File: src/rtl/cbfa_mul.sv
// 64x64 unsigned multiplier built from four registered 32x32 partial products
`timescale 1ns / 1ps

module cbfa_mul (
   input  logic         clock,
   input  logic         reset,
   input  logic         start,
   input  logic [63:0]  a,
   input  logic [63:0]  b,
   output logic [127:0] prod,
   output logic         done
);

   logic         busy_ff;
   logic         done_ff;
   logic [2:0]   cnt_ff;
   logic [63:0]  a_ff;
   logic [63:0]  b_ff;
   logic [63:0]  pp_ff;
   logic [1:0]   sh_ff;
   logic [127:0] acc_ff;
   logic [31:0]  a_half;
   logic [31:0]  b_half;
   logic [127:0] pp_shifted;

   // partial product cnt uses a half cnt[0] and b half cnt[1]
   always_comb begin
      a_half = cnt_ff[0] ? a_ff[63:32] : a_ff[31:0];
      b_half = cnt_ff[1] ? b_ff[63:32] : b_ff[31:0];
      case (sh_ff)
         2'd0:    pp_shifted = {64'd0, pp_ff};
         2'd1:    pp_shifted = {32'd0, pp_ff, 32'd0};
         default: pp_shifted = {pp_ff, 64'd0};
      endcase
   end

   always_ff @(posedge clock) begin
      if (reset) begin
         busy_ff <= 1'b0;
         done_ff <= 1'b0;
         cnt_ff  <= 3'd0;
      end else begin
         done_ff <= 1'b0;
         if (start) begin
            busy_ff <= 1'b1;
            cnt_ff  <= 3'd0;
         end else if (busy_ff) begin
            cnt_ff <= cnt_ff + 3'd1;
            if (cnt_ff == 3'd4) begin
               busy_ff <= 1'b0;
               done_ff <= 1'b1;
            end
         end
      end
   end

   always_ff @(posedge clock) begin
      if (start) begin
         a_ff   <= a;
         b_ff   <= b;
         acc_ff <= '0;
      end else if (busy_ff) begin
         if (cnt_ff != 3'd4) begin
            pp_ff <= a_half * b_half;
            sh_ff <= 2'(cnt_ff[0]) + 2'(cnt_ff[1]);
         end
         if (cnt_ff != 3'd0) begin
            acc_ff <= acc_ff + pp_shifted;
         end
      end
   end

   assign prod = acc_ff;
   assign done = done_ff;

endmodule

File: config.mk
export PLATFORM = sky130hd
export DESIGN_NAME = cbfa_mul
export DESIGN_NICKNAME = d
export VERILOG_FILES = /design/src/rtl/cbfa_mul.sv
export SDC_FILE = /design/constraint.sdc
export NUM_CORES = 2
export LEC_CHECK = 0
export BUFFER_PORTS_ARGS = -buffer_cell sky130_fd_sc_hd__buf_4
export CAP_MARGIN = 20
export CORE_MARGIN = 1.5
export CORE_UTILIZATION = 30
export DETAILED_ROUTE_END_ITERATION = 8
export GPL_ROUTABILITY_DRIVEN = 0
export PLACE_DENSITY_LB_ADDON = 0.15
export RECOVER_POWER = 25
export SLEW_MARGIN = 20
export SYNTH_ARGS = -nofsm -noshare
export SYNTH_HDL_FRONTEND = slang
export SYNTH_SLANG_ARGS = --single-unit
File: constraint.sdc
create_clock -name clock -period 8.25 [get_ports clock]
set_clock_uncertainty 0.15 [all_clocks]
set_input_delay 1.65 -clock clock [delete_from_list [all_inputs] [get_ports clock]]
set_output_delay 1.65 -clock clock [all_outputs]
set_load 0.05 [all_outputs]
==> results by group <==
Run status
  • Status: finished, violations left
  • Failing checks: design-rule violations, max-capacitance violations, max-slew violations, negative setup slack

Timing
  • Worst Tran Pin Value: 3.046 ns
  • Sum Neg Setup Slack: -0.4805 ns
  • Final slew viol count: 48
  • RSZ-0062 raised after global routing: true
  • Fmax: 118.0 MHz
  • Final worst slack: -0.2281 ns
  • Setup violators final: 5
  • Relative slew slack: -103.0%
  • Final Hold Viols: 0
  • Min cycle time layout: 8.478 ns
  • Final period utilization: 102.8%

Floorplan
  • I/O pin cnt: 260
  • DIE AREA: 0.1802 sq mm
  • Initial Util: approximately 30%
  • FP Rows: approximately 150
  • Chip Width: 424.5 um
  • Die Span Y: 424.5 um
  • Core ar.: around 0.18 sq mm

Logic synthesis
  • EDFF count, synth: between 150 and 200
  • Post-synthesis sequential area ratio: 15.92%
  • Post-Synth XOR/XNOR Area: 2.727%
  • Syn_nets: 7507
  • Ys Warns: 0
  • Post-Synth Adder-Cell Area: a little over two fifths
  • Yosys cell types: 86
  • Cells after synthesis: between 6000 and 7000
  • Main combinational cell family by area after synthesis: adder cells
  • Compound-gate portion of the synthesized area: 10.94%
  • Syn Area/Cell: 8.758 sq um
  • Syn Std Cell Area: 0.05331 sq mm
  • Seq cells post-synth: 327
  • Most used DFF post-synth: edfxtp_1
  • Synth Area in Simple Gates: 15.33%
  • Ys async rst share: 0%
  • Mux share of post-synthesis cell area: 3.267%

Worst hold path
  • Hold crit path type: reg -> reg
  • Worst Min Path Start: prod[7]
  • Hold path depth: 2

Clock tree
  • CTS HTree Levels: 2
  • Clock tree buffer depth: 3
  • Clk_lat worst skew: 0.67 ns
  • Root Buffer: clkbuf_16
  • Worst-path clk slew: approximately 0.060 ns
  • TritonCTS clock tree: built
  • TritonCTS Buffers: between 40 and 50
  • CTS Sinks: 327

Cells and area
  • Design Area, Final: 0.06547 sq mm
  • FILL cells: between 15000 and 20000
  • Net count, final: between 8000 and 9000
  • Most used cells in the layout excluding fill and tap cells: inv_1, fa_1, nand2_1
  • Register area: between 0.008 and 0.009 sq mm
  • Area occupied by multi-input gates: 0.04113 sq mm
  • Non-filler cells, final: 9083
  • Ratio of cells with drive above 1 in the final layout: 18.34%
  • Commonest non-fill, non-tap cell in the layout: inv_1
  • Area grow syn2layout: 22.81%
  • Final Util: 37.13%

Critical path
  • Reg2reg setup slack: -0.23 ns
  • R2R cell count: 27
  • Worst-path fanout max: 7
  • Crit path arrival time: 8.72 ns
  • Startpoint Class: flip-flop
  • Worst setup path start: cnt_ff[0]
  • Worst setup EP type: flip-flop
  • Worst path required time: 8.49 ns
  • Worst r2r src: cnt_ff[0]
  • Setup CP Type: reg -> reg

Place
  • Placed cell areas: 0.06240 sq mm
  • Hpwl dp: 183.5 mm
  • Post-placement cell count: 8928
  • I/O Buffers: 259

Routing
  • DR vias: 45440
  • Via/cell ratio: between 5 and 6
  • Drt initial violations: about 3500
  • Per-cell routed wire length: 23.46 um
  • Final ANT Viol Nets: 0
  • DRT Pass-1 Iters: 8
  • Post-Route WL: 213.1 mm
  • DR DRC count: 36

Global route
  • GR Util All Layers: 23.35%
  • Grt total ovfl: 0
  • Initial antenna violation count: 4
  • Vias in the first global route: 46880
  • Global-route wire length before repair: 313.1 mm
  • Largest net degree at the start of global routing: 99

Job
  • Max cap viols: 1
[sequential cells by signal, summed over array words and instances, names as in the netlist]
signal,cells
b_ff,64
busy_ff,1
sh_ff,2
prod,128
pp_ff,64
done,1
cnt_ff,3
a_ff,64
[cell usage after synthesis, types with 6 or more instances]
master      n  area share (%)
xor2_1     58            0.95
a22o_1     35            0.58
or4_1      10            0.14
a21o_1     98             1.4
nor2_1    752             5.3
nand3b_1    7           0.099
mux2i_1   102             1.9
mux2_2     55             1.2
nand2b_1   19            0.22
xnor2_1   108             1.8
o21a_1     20            0.28
fa_1      897              34
a211oi_1   14            0.20
nand4_1    87             1.0
buf_2      28            0.26
buf_1      24            0.17
nor3_1     39            0.37
nor4_1     11            0.13
a21boi_0   12            0.17
nor2b_1    19            0.22
a221oi_1    8            0.13
a21oi_1   357             3.4
a31oi_1    33            0.39
mux2_1      9            0.19
a221o_1     6            0.11
dfxtp_1   133             5.0
edfxtp_1  194              11
o21ai_0   205             1.9
nand3_1    39            0.37
o21bai_1   54            0.76
and3_1     19            0.22
o31ai_1    15            0.21
inv_1     945             6.7
clkbuf_1  260             1.8
or2_2      10            0.12
nand2_1   824             5.8
and2_1     74            0.87
or3_1      12            0.14
ha_1      392             9.2
o211ai_1    9            0.13
[critical path: stages (launching register included)]
cell and delay (ns):
dfxtp_4 0.40, buf_12 0.13, buf_12 0.15, buf_4 0.15
mux2i_2 0.21, buf_6 0.17, nor2_1 0.07, fa_1 0.53
inv_1 0.05, fa_1 0.47, fa_2 0.55, fa_1 0.55
inv_1 0.07, fa_1 0.49, fa_1 0.58, fa_1 0.45
fa_1 0.54, ha_4 0.29, nand4_1 0.11, or3_4 0.42
nor2_1 0.10, or4b_4 0.49, nand3_4 0.14, a31oi_4 0.09
o21ai_2 0.19, a31oi_2 0.13, buf_4 0.16, a311o_1 0.35
[per-layer routing]
metal	track usage [%]	up-vias	wire length, um
met5	0	-	32
met4	7.378	6	7851
met3	3.530	273	14330
met2	36.68	1553	94030
met1	32.89	22870	96870
li1	-	20730	-
[per-stage QoR]
stage	hold slack [ns]	setup slack, ns
finish	0.3270	-0.2281
global route	0.3452	-0.4351
CTS	0.3328	-0.1245
detailed placement	0.3238	-0.3105
global placement	0.3157	-0.2297
floorplan	0.3165	-0.005638
[final timing paths]
kind               end
max          pp_ff[62]
min            prod[7]
max reg2reg  pp_ff[62]
min reg2reg    prod[7]
[timing repair]
| action | 4_1_cts | 5_1_grt |
|---|---|---|
| setup endpoints to repair | 16 | 23 |
| hold buffers | 0 | 0 |
| cloned | 5 | 1 |
| pin swaps | 42 | 89 |
| buffers inserted | 29 | 37 |
| resized for setup | 127 | 114 |
[area by class of cell]
class / count / share of cell area [%]
inverter: 945 / 5.418
clock inverter: 34 / 0.5619
sequential: 327 / 12.98
clock buffer: 48 / 1.737
timing repair buffer: 885 / 12.01
tap: 2340 / 4.472
multi-input combinational: 4501 / 62.82
antenna: 3 / 0.01147
[cell families (layout without fill, tap and decap cells)]
logic type / Yosys count / in the layout
mux: 166 / 166
xor+xnor: 166 / 166
flops: 327 / 327
buf+inv: 1259 / 1912
compound gates: 940 / 940
simple gates: 1940 / 1940
other cells: 0 / 3
fa+ha+maj: 1289 / 1289
Power is not shown: default switching activity piles up to over one toggle a cycle in this logic, so the estimate is an artifact.
